[config.mk]
export PLATFORM = sky130hd
export DESIGN_NAME = sprite_animation_frame_sequencer_top
export DESIGN_NICKNAME = d
export VERILOG_FILES = /design/src/hw/rtl/safs_pkg.sv /design/src/hw/rtl/safs_ctrl.sv /design/src/hw/rtl/safs_dp.sv /design/src/hw/rtl/sprite_animation_frame_sequencer_top.sv
export SDC_FILE = /design/constraint.sdc
export NUM_CORES = 1
export LEC_CHECK = 0
export ABC_CLOCK_PERIOD_IN_PS = 10600
export BUFFER_PORTS_ARGS = -buffer_cell sky130_fd_sc_hd__buf_4
export CAP_MARGIN = 20
export CORE_ASPECT_RATIO = 1.2
export CORE_MARGIN = 1
export CORE_UTILIZATION = 60
export CTS_CLUSTER_SIZE = 16
export DETAILED_ROUTE_END_ITERATION = 12
export PLACE_DENSITY = 0.79
export SYNTH_ARGS = -nofsm -noshare
export SYNTH_HDL_FRONTEND = slang
export SYNTH_SLANG_ARGS = --single-unit
[constraint.sdc]
create_clock -name clk -period 10.6 [get_ports clk]
set_input_delay 2.12 -clock clk [delete_from_list [all_inputs] [get_ports clk]]
set_output_delay 2.12 -clock clk [all_outputs]
set_load 0.03 [all_outputs]
[src/hw/rtl/safs_pkg.sv]
package safs_pkg;

  localparam int FRAME_BITS = 10;
  localparam int SIZE_BITS  = 12;
  localparam int TIME_BITS  = 24;
  localparam int ACC_BITS   = 32;

  localparam int SIZE_W     = SIZE_BITS + 1;
  localparam int COLS_W     = FRAME_BITS + 1;
  localparam int RECT_W     = FRAME_BITS + SIZE_BITS + 1;
  localparam int CFG_DATA_W = TIME_BITS;
  localparam int CFG_IDX_W  = 3;
  localparam int CNT_W      = $clog2(FRAME_BITS);

  // register reset values
  localparam logic [SIZE_W-1:0]     FRAME_WIDTH_RST   = SIZE_W'(2);
  localparam logic [SIZE_W-1:0]     FRAME_HEIGHT_RST  = SIZE_W'(2);
  localparam logic [COLS_W-1:0]     SHEET_COLUMNS_RST = COLS_W'(1);
  localparam logic [FRAME_BITS-1:0] START_FRAME_RST   = '0;
  localparam logic [FRAME_BITS-1:0] END_FRAME_RST     = '0;
  localparam logic [TIME_BITS-1:0]  FRAME_DELAY_RST   = TIME_BITS'(65536);
  localparam logic                  LOOP_ENABLE_RST   = 1'b1;

  typedef enum logic [CFG_IDX_W-1:0] {
    CFG_FRAME_WIDTH   = 3'd0,
    CFG_FRAME_HEIGHT  = 3'd1,
    CFG_SHEET_COLUMNS = 3'd2,
    CFG_START_FRAME   = 3'd3,
    CFG_END_FRAME     = 3'd4,
    CFG_FRAME_DELAY   = 3'd5,
    CFG_LOOP_ENABLE   = 3'd6
  } cfg_idx_t;

  typedef enum logic {
    OP_TICK = 1'b0,
    OP_SET  = 1'b1
  } op_t;

  typedef struct packed {
    logic [SIZE_W-1:0]     frame_width;
    logic [SIZE_W-1:0]     frame_height;
    logic [COLS_W-1:0]     sheet_columns;
    logic [FRAME_BITS-1:0] start_frame;
    logic [FRAME_BITS-1:0] end_frame;
    logic [TIME_BITS-1:0]  frame_delay;
    logic                  loop_enable;
  } cfg_t;

  typedef struct packed {
    logic load;
    logic acc;
    logic step;
    logic dinit;
    logic dstep;
    logic mul;
    logic emit;
  } cmd_t;

endpackage

[src/hw/rtl/safs_ctrl.sv]
module safs_ctrl (
  input  logic            clk,
  input  logic            rst_n,
  input  logic            in_valid,
  output logic            in_ready,
  input  logic            out_free,
  output safs_pkg::cmd_t  cmd
);
  import safs_pkg::*;

  typedef enum logic [2:0] {
    S_IDLE,
    S_ACC,
    S_STEP,
    S_DINIT,
    S_DIV,
    S_MUL,
    S_SUM
  } state_t;

  state_t           state_r, state_nxt;
  logic [CNT_W-1:0] cnt_r, cnt_nxt;
  logic             div_last;

  assign div_last = (cnt_r == CNT_W'(FRAME_BITS - 1));

  always_comb begin
    state_nxt = state_r;
    cnt_nxt   = cnt_r;
    case (state_r)
      S_IDLE:  if (in_valid) state_nxt = S_ACC;
      S_ACC:   state_nxt = S_STEP;
      S_STEP:  state_nxt = S_DINIT;
      S_DINIT: begin
        cnt_nxt   = '0;
        state_nxt = S_DIV;
      end
      S_DIV: begin
        cnt_nxt = cnt_r + CNT_W'(1);
        if (div_last) state_nxt = S_MUL;
      end
      S_MUL:   state_nxt = S_SUM;
      S_SUM:   if (out_free) state_nxt = S_IDLE;
      default: state_nxt = S_IDLE;
    endcase
  end

  always_ff @(posedge clk) begin
    if (!rst_n) begin
      state_r <= S_IDLE;
      cnt_r   <= '0;
    end else begin
      state_r <= state_nxt;
      cnt_r   <= cnt_nxt;
    end
  end

  assign in_ready  = (state_r == S_IDLE);
  assign cmd.load  = (state_r == S_IDLE) && in_valid;
  assign cmd.acc   = (state_r == S_ACC);
  assign cmd.step  = (state_r == S_STEP);
  assign cmd.dinit = (state_r == S_DINIT);
  assign cmd.dstep = (state_r == S_DIV);
  assign cmd.mul   = (state_r == S_MUL);
  assign cmd.emit  = (state_r == S_SUM) && out_free;

`ifndef SYNTHESIS
  // multiply only after the full run of divider steps
  a_div_length: assert property (@(posedge clk) disable iff (!rst_n)
    (state_r == S_MUL) |-> ($past(state_r) == S_DIV && $past(cnt_r) == CNT_W'(FRAME_BITS - 1)))
    else $error("multiply entered before divider finished");

  // a delivered result frees the controller for the next item
  a_back_to_idle: assert property (@(posedge clk) disable iff (!rst_n)
    cmd.emit |=> in_ready)
    else $error("controller not ready after emitting a result");

  // divide step counter stays inside the quotient width
  a_cnt_range: assert property (@(posedge clk) disable iff (!rst_n)
    (state_r == S_DIV) |-> (cnt_r < CNT_W'(FRAME_BITS)))
    else $error("divide step count out of range");
`endif

endmodule

[src/hw/rtl/safs_dp.sv]
module safs_dp (
  input  logic                              clk,
  input  logic                              rst_n,
  input  safs_pkg::cmd_t                    cmd,
  input  safs_pkg::cfg_t                    cfg,
  input  logic                              in_operation,
  input  logic [safs_pkg::TIME_BITS-1:0]    in_elapsed_time,
  input  logic [safs_pkg::FRAME_BITS-1:0]   in_new_frame,
  output logic                              out_free,
  output logic                              out_valid,
  input  logic                              out_ready,
  output logic [safs_pkg::FRAME_BITS-1:0]   out_frame_number,
  output logic                              out_complete_flag,
  output logic [safs_pkg::RECT_W-1:0]       out_rect_left,
  output logic [safs_pkg::RECT_W-1:0]       out_rect_top,
  output logic [safs_pkg::RECT_W-1:0]       out_rect_right,
  output logic [safs_pkg::RECT_W-1:0]       out_rect_bottom
);
  import safs_pkg::*;

  // latched item
  op_t                   op_r, op_nxt;
  logic [TIME_BITS-1:0]  dt_r, dt_nxt;
  logic [FRAME_BITS-1:0] nf_r, nf_nxt;

  // animation state
  logic [ACC_BITS-1:0]   acc_r, acc_nxt;
  logic [FRAME_BITS-1:0] frame_r, frame_nxt;
  logic                  fin_r, fin_nxt;

  // divider
  logic [FRAME_BITS-1:0] rem_r, rem_nxt;
  logic [FRAME_BITS-1:0] quo_r, quo_nxt;
  logic [COLS_W-1:0]     div_r, div_nxt;

  // products
  logic [RECT_W-1:0]     left_r, left_nxt;
  logic [RECT_W-1:0]     top_r, top_nxt;

  // output slot
  logic                  ov_r, ov_nxt;
  logic [FRAME_BITS-1:0] oframe_r, oframe_nxt;
  logic                  ofin_r, ofin_nxt;
  logic [RECT_W-1:0]     oleft_r, oleft_nxt;
  logic [RECT_W-1:0]     otop_r, otop_nxt;
  logic [RECT_W-1:0]     oright_r, oright_nxt;
  logic [RECT_W-1:0]     obot_r, obot_nxt;

  logic                  animated;
  logic [ACC_BITS:0]     acc_sum;
  logic [ACC_BITS-1:0]   acc_sat;
  logic                  advance;
  logic [FRAME_BITS:0]   frame_inc;
  logic                  out_of_range;
  logic [COLS_W-1:0]     divisor;
  logic [COLS_W-1:0]     trial;
  logic [COLS_W-1:0]     diff;
  logic                  fits;

  assign animated     = (cfg.end_frame > cfg.start_frame);
  assign acc_sum      = {1'b0, acc_r} + (ACC_BITS + 1)'(dt_r);
  assign acc_sat      = acc_sum[ACC_BITS] ? '1 : acc_sum[ACC_BITS-1:0];
  assign advance      = (acc_r > ACC_BITS'(cfg.frame_delay));
  // one bit wider so the top frame plus one leaves the range
  assign frame_inc    = {1'b0, frame_r} + (FRAME_BITS + 1)'(1);
  assign out_of_range = (frame_inc < {1'b0, cfg.start_frame}) ||
                        (frame_inc > {1'b0, cfg.end_frame});
  assign divisor      = (cfg.sheet_columns == '0) ? COLS_W'(1) : cfg.sheet_columns;
  assign trial        = {rem_r, quo_r[FRAME_BITS-1]};
  assign fits         = (trial >= div_r);
  assign diff         = trial - div_r;

  assign out_free     = !ov_r || out_ready;

  always_comb begin
    op_nxt     = op_r;
    dt_nxt     = dt_r;
    nf_nxt     = nf_r;
    acc_nxt    = acc_r;
    frame_nxt  = frame_r;
    fin_nxt    = fin_r;
    rem_nxt    = rem_r;
    quo_nxt    = quo_r;
    div_nxt    = div_r;
    left_nxt   = left_r;
    top_nxt    = top_r;
    oframe_nxt = oframe_r;
    ofin_nxt   = ofin_r;
    oleft_nxt  = oleft_r;
    otop_nxt   = otop_r;
    oright_nxt = oright_r;
    obot_nxt   = obot_r;
    ov_nxt     = out_ready ? 1'b0 : ov_r;

    if (cmd.load) begin
      op_nxt = op_t'(in_operation);
      dt_nxt = in_elapsed_time;
      nf_nxt = in_new_frame;
    end

    if (cmd.acc) begin
      if (op_r == OP_SET) begin
        frame_nxt = nf_r;
        fin_nxt   = 1'b0;
      end else if (animated) begin
        acc_nxt = acc_sat;
      end
    end

    if (cmd.step && op_r == OP_TICK && animated && advance) begin
      acc_nxt = acc_r - ACC_BITS'(cfg.frame_delay);
      if (out_of_range) begin
        if (cfg.loop_enable) begin
          frame_nxt = cfg.start_frame;
        end else begin
          frame_nxt = cfg.end_frame;
          fin_nxt   = 1'b1;
        end
      end else begin
        frame_nxt = frame_inc[FRAME_BITS-1:0];
      end
    end

    if (cmd.dinit) begin
      rem_nxt = '0;
      quo_nxt = frame_r;
      div_nxt = divisor;
    end

    // restoring division, one quotient bit per cycle
    if (cmd.dstep) begin
      quo_nxt = {quo_r[FRAME_BITS-2:0], fits};
      rem_nxt = fits ? diff[FRAME_BITS-1:0] : trial[FRAME_BITS-1:0];
    end

    if (cmd.mul) begin
      left_nxt = RECT_W'(rem_r) * RECT_W'(cfg.frame_width);
      top_nxt  = RECT_W'(quo_r) * RECT_W'(cfg.frame_height);
    end

    if (cmd.emit) begin
      ov_nxt     = 1'b1;
      oframe_nxt = frame_r;
      ofin_nxt   = fin_r;
      oleft_nxt  = left_r;
      otop_nxt   = top_r;
      oright_nxt = left_r + RECT_W'(cfg.frame_width);
      obot_nxt   = top_r + RECT_W'(cfg.frame_height);
    end
  end

  always_ff @(posedge clk) begin
    if (!rst_n) begin
      acc_r   <= '0;
      frame_r <= '0;
      fin_r   <= 1'b0;
      ov_r    <= 1'b0;
    end else begin
      acc_r   <= acc_nxt;
      frame_r <= frame_nxt;
      fin_r   <= fin_nxt;
      ov_r    <= ov_nxt;
    end
  end

  always_ff @(posedge clk) begin
    op_r     <= op_nxt;
    dt_r     <= dt_nxt;
    nf_r     <= nf_nxt;
    rem_r    <= rem_nxt;
    quo_r    <= quo_nxt;
    div_r    <= div_nxt;
    left_r   <= left_nxt;
    top_r    <= top_nxt;
    oframe_r <= oframe_nxt;
    ofin_r   <= ofin_nxt;
    oleft_r  <= oleft_nxt;
    otop_r   <= otop_nxt;
    oright_r <= oright_nxt;
    obot_r   <= obot_nxt;
  end

  assign out_valid         = ov_r;
  assign out_frame_number  = oframe_r;
  assign out_complete_flag = ofin_r;
  assign out_rect_left     = oleft_r;
  assign out_rect_top      = otop_r;
  assign out_rect_right    = oright_r;
  assign out_rect_bottom   = obot_r;

`ifndef SYNTHESIS
  // complete only ever set while looping is off
  a_fin_no_loop: assert property (@(posedge clk) disable iff (!rst_n)
    $rose(fin_r) |-> !cfg.loop_enable)
    else $error("complete set while looping");

  // divider leaves a remainder below the column count
  a_rem_bound: assert property (@(posedge clk) disable iff (!rst_n)
    cmd.mul |-> (COLS_W'(rem_r) < div_r))
    else $error("divider remainder not below column count");

  // a new result never overwrites one still waiting
  a_no_overwrite: assert property (@(posedge clk) disable iff (!rst_n)
    cmd.emit |-> (!ov_r || out_ready))
    else $error("result slot overwritten");
`endif

endmodule

[src/hw/rtl/sprite_animation_frame_sequencer_top.sv]
// channel   ports                                          handshake
// input     in_operation, in_elapsed_time, in_new_frame    in_valid / in_ready
// result    out_frame_number, out_complete_flag,           out_valid / out_ready
//           out_rect_left/top/right/bottom
// config    cfg_index, cfg_wdata                           cfg_we, no wait
//
// once an item is accepted its result is built in order: timer add, frame
// step, divider load, FRAME_BITS restoring divide steps, multiply, final add;
// the next item is taken only after the result has left the final add stage,
// and the serial column/row divider works one quotient bit per cycle
// a finished result sits in the output register while the next item runs; the
// final stage stalls only if that register is still full and not being taken
// rst_n is synchronous, active low; it restores the register reset values,
// frame 0, timer 0, complete clear, and no result pending
module sprite_animation_frame_sequencer_top (
  input  logic                              clk,
  input  logic                              rst_n,
  // input channel
  input  logic                              in_valid,
  output logic                              in_ready,
  input  logic                              in_operation,
  input  logic [safs_pkg::TIME_BITS-1:0]    in_elapsed_time,
  input  logic [safs_pkg::FRAME_BITS-1:0]   in_new_frame,
  // result channel
  output logic                              out_valid,
  input  logic                              out_ready,
  output logic [safs_pkg::FRAME_BITS-1:0]   out_frame_number,
  output logic                              out_complete_flag,
  output logic [safs_pkg::RECT_W-1:0]       out_rect_left,
  output logic [safs_pkg::RECT_W-1:0]       out_rect_top,
  output logic [safs_pkg::RECT_W-1:0]       out_rect_right,
  output logic [safs_pkg::RECT_W-1:0]       out_rect_bottom,
  // configuration
  input  logic                              cfg_we,
  input  logic [safs_pkg::CFG_IDX_W-1:0]    cfg_index,
  input  logic [safs_pkg::CFG_DATA_W-1:0]   cfg_wdata
);
  import safs_pkg::*;

  cfg_t cfg_r, cfg_nxt;
  cmd_t cmd;
  logic out_free;

  // register file; writes land on any edge; the host must keep them to idle periods, the block does not enforce it
  always_comb begin
    cfg_nxt = cfg_r;
    if (cfg_we) begin
      case (cfg_idx_t'(cfg_index))
        CFG_FRAME_WIDTH:   cfg_nxt.frame_width   = cfg_wdata[SIZE_W-1:0];
        CFG_FRAME_HEIGHT:  cfg_nxt.frame_height  = cfg_wdata[SIZE_W-1:0];
        CFG_SHEET_COLUMNS: cfg_nxt.sheet_columns = cfg_wdata[COLS_W-1:0];
        CFG_START_FRAME:   cfg_nxt.start_frame   = cfg_wdata[FRAME_BITS-1:0];
        CFG_END_FRAME:     cfg_nxt.end_frame     = cfg_wdata[FRAME_BITS-1:0];
        CFG_FRAME_DELAY:   cfg_nxt.frame_delay   = cfg_wdata[TIME_BITS-1:0];
        CFG_LOOP_ENABLE:   cfg_nxt.loop_enable   = cfg_wdata[0];
        default:           cfg_nxt = cfg_r;  // unused index, ignored
      endcase
    end
  end

  always_ff @(posedge clk) begin
    if (!rst_n) begin
      cfg_r.frame_width   <= FRAME_WIDTH_RST;
      cfg_r.frame_height  <= FRAME_HEIGHT_RST;
      cfg_r.sheet_columns <= SHEET_COLUMNS_RST;
      cfg_r.start_frame   <= START_FRAME_RST;
      cfg_r.end_frame     <= END_FRAME_RST;
      cfg_r.frame_delay   <= FRAME_DELAY_RST;
      cfg_r.loop_enable   <= LOOP_ENABLE_RST;
    end else begin
      cfg_r <= cfg_nxt;
    end
  end

  // sequencing: one item in flight, walked through the datapath steps
  safs_ctrl u_ctrl (
    .clk      (clk),
    .rst_n    (rst_n),
    .in_valid (in_valid),
    .in_ready (in_ready),
    .out_free (out_free),
    .cmd      (cmd)
  );

  // timer, frame stepping, column/row divider, rectangle math, result slot
  safs_dp u_dp (
    .clk               (clk),
    .rst_n             (rst_n),
    .cmd               (cmd),
    .cfg               (cfg_r),
    .in_operation      (in_operation),
    .in_elapsed_time   (in_elapsed_time),
    .in_new_frame      (in_new_frame),
    .out_free          (out_free),
    .out_valid         (out_valid),
    .out_ready         (out_ready),
    .out_frame_number  (out_frame_number),
    .out_complete_flag (out_complete_flag),
    .out_rect_left     (out_rect_left),
    .out_rect_top      (out_rect_top),
    .out_rect_right    (out_rect_right),
    .out_rect_bottom   (out_rect_bottom)
  );

endmodule
==> results.cfg <==
[logic_synthesis]
synthFlopType = edfxtp_1
syn_inst = 2663
synth-async-reset-ratio_pct = 0
syn-num-nets = 3140
synth.distinct_cells = 85
synth_edf_count = 215
syn_area_um2 = 25800
ys_top_cells_by_area = edfxtp_1 25%, fa_1 14%, ha_1 11%
synth_top_area_share_pct = 25.0
yosys_register_bits = 348
yosys_warnings = 0
ys_seq_area_share_pct = 35.3
yosys.area.top_type = edfxtp_1
synth_area_per_cell_um2 = 9.69

[final_layout]
final_nets = 3247
seqCellArea_um2 = 9120
antenna_cells = 0
multi_input_area_um2 = 15100
layout-drive-gt1-share_pct = 10.0
fin_util_pct = 68.2
areaGrowthSynthToFinish_pct = 11.3
fillers = 3253

[timing]
tns_ns = 0
fin_crit_sh_pct = 57.7
worst_pin_slew_ns = 1.08
fin_worst_skew_ns = 0.0181
setup_viol = 0
slew_violations = 0
rsz0062_at_grt = false
hold_violations = 0
min_period_ns = 6.12
maxSlewHeadroom_pct = 28.1
fmax_ghz = 0.163

[die]
die_w_um = 191
die_height_um = 229
die_area_um2 = 43800
coreArea_um2 = 42100
initial_utilization_pct = 61.3
ios = 172
rows = 82

[global_route]
grt_pass1_vias = 20000
grt_max_degree = 87
grt_use_total_pct = 28.2
antenna_found_initial = 0
grt-ovfl-total = 0
grt_pass1_wl_mm = 98.8

[setup_path]
arrival_ns = 6.43
cp-start-kind = register
r2r_cells = 21
cp.required_ns = 10.91
r2r-start = u_dp.rem_r[1]$_SDFFCE_PN0P_
crit_fanout = 15
startpoint = u_dp.rem_r[1]$_SDFFCE_PN0P_
setup.worst_path.end_class = register
worstSetupPathType = register to register

[min_path]
hp-class = register to register
min_from = u_dp.fin_r$_SDFF_PN0_
whs_path_depth = 0

[routing]
wl_per_cell_um = 18.0
first_pass_iters = 7
vias = 19400
ant_nets = 0
viasPerCell = 5.81
drc_errors = 0
drt_iter0_drc = 1359
wirelength_mm = 60.3

[clock_tree]
tritoncts = done
cts_resized = 0
clk_pin_slew_ns = 0.06
ctsHtreeMaxLevel = 2
root_buffer = clkbuf_16
clockBufferDepth = 3
post_cts_buffers = 0
hold_buffers = 0
numClockSinks = 348
clock_latency_ns = 0.55
numCtsBuffers = 37

[pwr]
ir_drop_uv = 121
power_density_nw_per_um2 = 121
p_leak_nw = 12.8

[placed_design]
place.gp.congestion = 0.954
port_buffers = 171
dp_hpwl_mm = 46.1

[run_status]
status = completed

[flow_run]
cap_violations = 0
final timing paths:
check / end / slack (ns)
worst min-delay path: u_dp.out_complete_flag$_DFFE_PP_ / 0.45
worst min register to register: u_dp.out_complete_flag$_DFFE_PP_ / 0.45
worst max register to register: u_dp.left_r[21]$_DFFE_PN_ / 4.48
worst max-delay path: u_dp.left_r[21]$_DFFE_PN_ / 4.48
critical path, stage by stage (launching register included):
cell and delay, ns:
edfxtp_1 0.66, nand2_1 0.16, fa_1 0.55, inv_1 0.05
fa_1 0.50, inv_1 0.05, fa_1 0.53, inv_1 0.05
fa_1 0.47, inv_1 0.05, fa_1 0.52, inv_1 0.04
ha_1 0.30, o21ai_0 0.11, nor2b_1 0.17, a211oi_1 0.49
a211oi_1 0.23, o31ai_1 0.43, o41ai_2 0.14, o21bai_1 0.16
a21oi_1 0.10, xnor2_1 0.13
cell usage after synthesis, drive strengths merged, types with 29 or more instances:
cell / n
ha: 233
xor2: 45
clkbuf: 98
nor3: 40
a211oi: 38
o21ai: 81
and3: 30
and2: 149
nand3: 56
dfxtp: 133
edfxtp: 215
nand2: 411
a21o: 37
nor2b: 29
nor2: 77
a21oi: 197
xnor2: 91
inv: 284
fa: 177
cell usage in the layout (no fill, tap or decap), types with 45 or more instances in the layout:
| master | netlist | routed |
|---|---|---|
| nand2_1 | 411 | 411 |
| inv_1 | 283 | 283 |
| ha_1 | 233 | 233 |
| edfxtp_1 | 215 | 215 |
| a21oi_1 | 192 | 192 |
| buf_4 | 2 | 179 |
| fa_1 | 177 | 177 |
| and2_1 | 148 | 148 |
| dfxtp_1 | 133 | 133 |
| xnor2_1 | 91 | 91 |
| nor2_1 | 76 | 76 |
| o21ai_0 | 71 | 71 |
| nand3_1 | 56 | 56 |
| xor2_1 | 45 | 45 |
through the flow:
| stage | cell area (um^2) | total power [W] | std cells | hold WS [ns] | worst slack (ns) |
|---|---|---|---|---|---|
| 2_1_floorplan | 25800 | 0.00194 | 2663 | 0.401 | 3.21 |
| 3_3_place_gp | 27400 | 0.00207 | 3275 | 0.441 | 4.79 |
| 3_5_place_dp | 27400 | 0.00208 | 3275 | 0.433 | 4.62 |
| 4_1_cts | 28700 | 0.00348 | 3343 | 0.451 | 4.63 |
| 5_1_grt | 28700 | 0.00360 | 3345 | 0.456 | 4.07 |
| 6_report | 28700 | 0.00347 | 3345 | 0.451 | 4.48 |
routing by layer:
layer / vias to the layer above / wire (um) / track usage, %
li1: 9254 / - / -
met1: 9398 / 25300 / 35.4
met2: 607 / 29100 / 48.7
met3: 163 / 3160 / 3.13
met4: 0 / 2750 / 12.6
met5: - / 0 / 0
registers in the layout, summed over array words and instances (netlist names), 11 cells and up:
name,flops
u_dp.div_r,11
u_dp.acc_r,32
u_dp.left_r,23
u_dp.out_rect_right,23
u_dp.out_rect_top,23
u_dp.top_r,23
u_dp.out_rect_left,23
cfg_r,82
u_dp.out_rect_bottom,23
u_dp.dt_r,24
layout make-up:
type	count	area share (%)
Inverter	285	3.73
Sequential cell	348	31.8
Clock inverter	24	1.03
Multi-Input combinational cell	1917	52.8
Tap cell	546	2.38
Timing Repair Buffer	181	4.78
Clock buffer	44	3.53
cells by family after synthesis:
| family | count (synthesis) | share of synthesized area [%] |
|---|---|---|
| adder cells (fa/ha/maj) | 410 | 25.0 |
| buffers and inverters | 398 | 5.96 |
| AO/OA/AOI/OAI | 500 | 12.8 |
| XOR/XNOR | 136 | 4.62 |
| AND/OR/NAND/NOR | 859 | 15.8 |
| multiplexers | 12 | 0.466 |
| flip-flops | 348 | 35.3 |
power breakdown:
group          internal (W)  switching (W)
sequential          0.00147      0.0000417
clock              0.000839       0.000567
combinational      0.000233       0.000319
total               0.00254       0.000927
(Power assumes the default switching activity.)
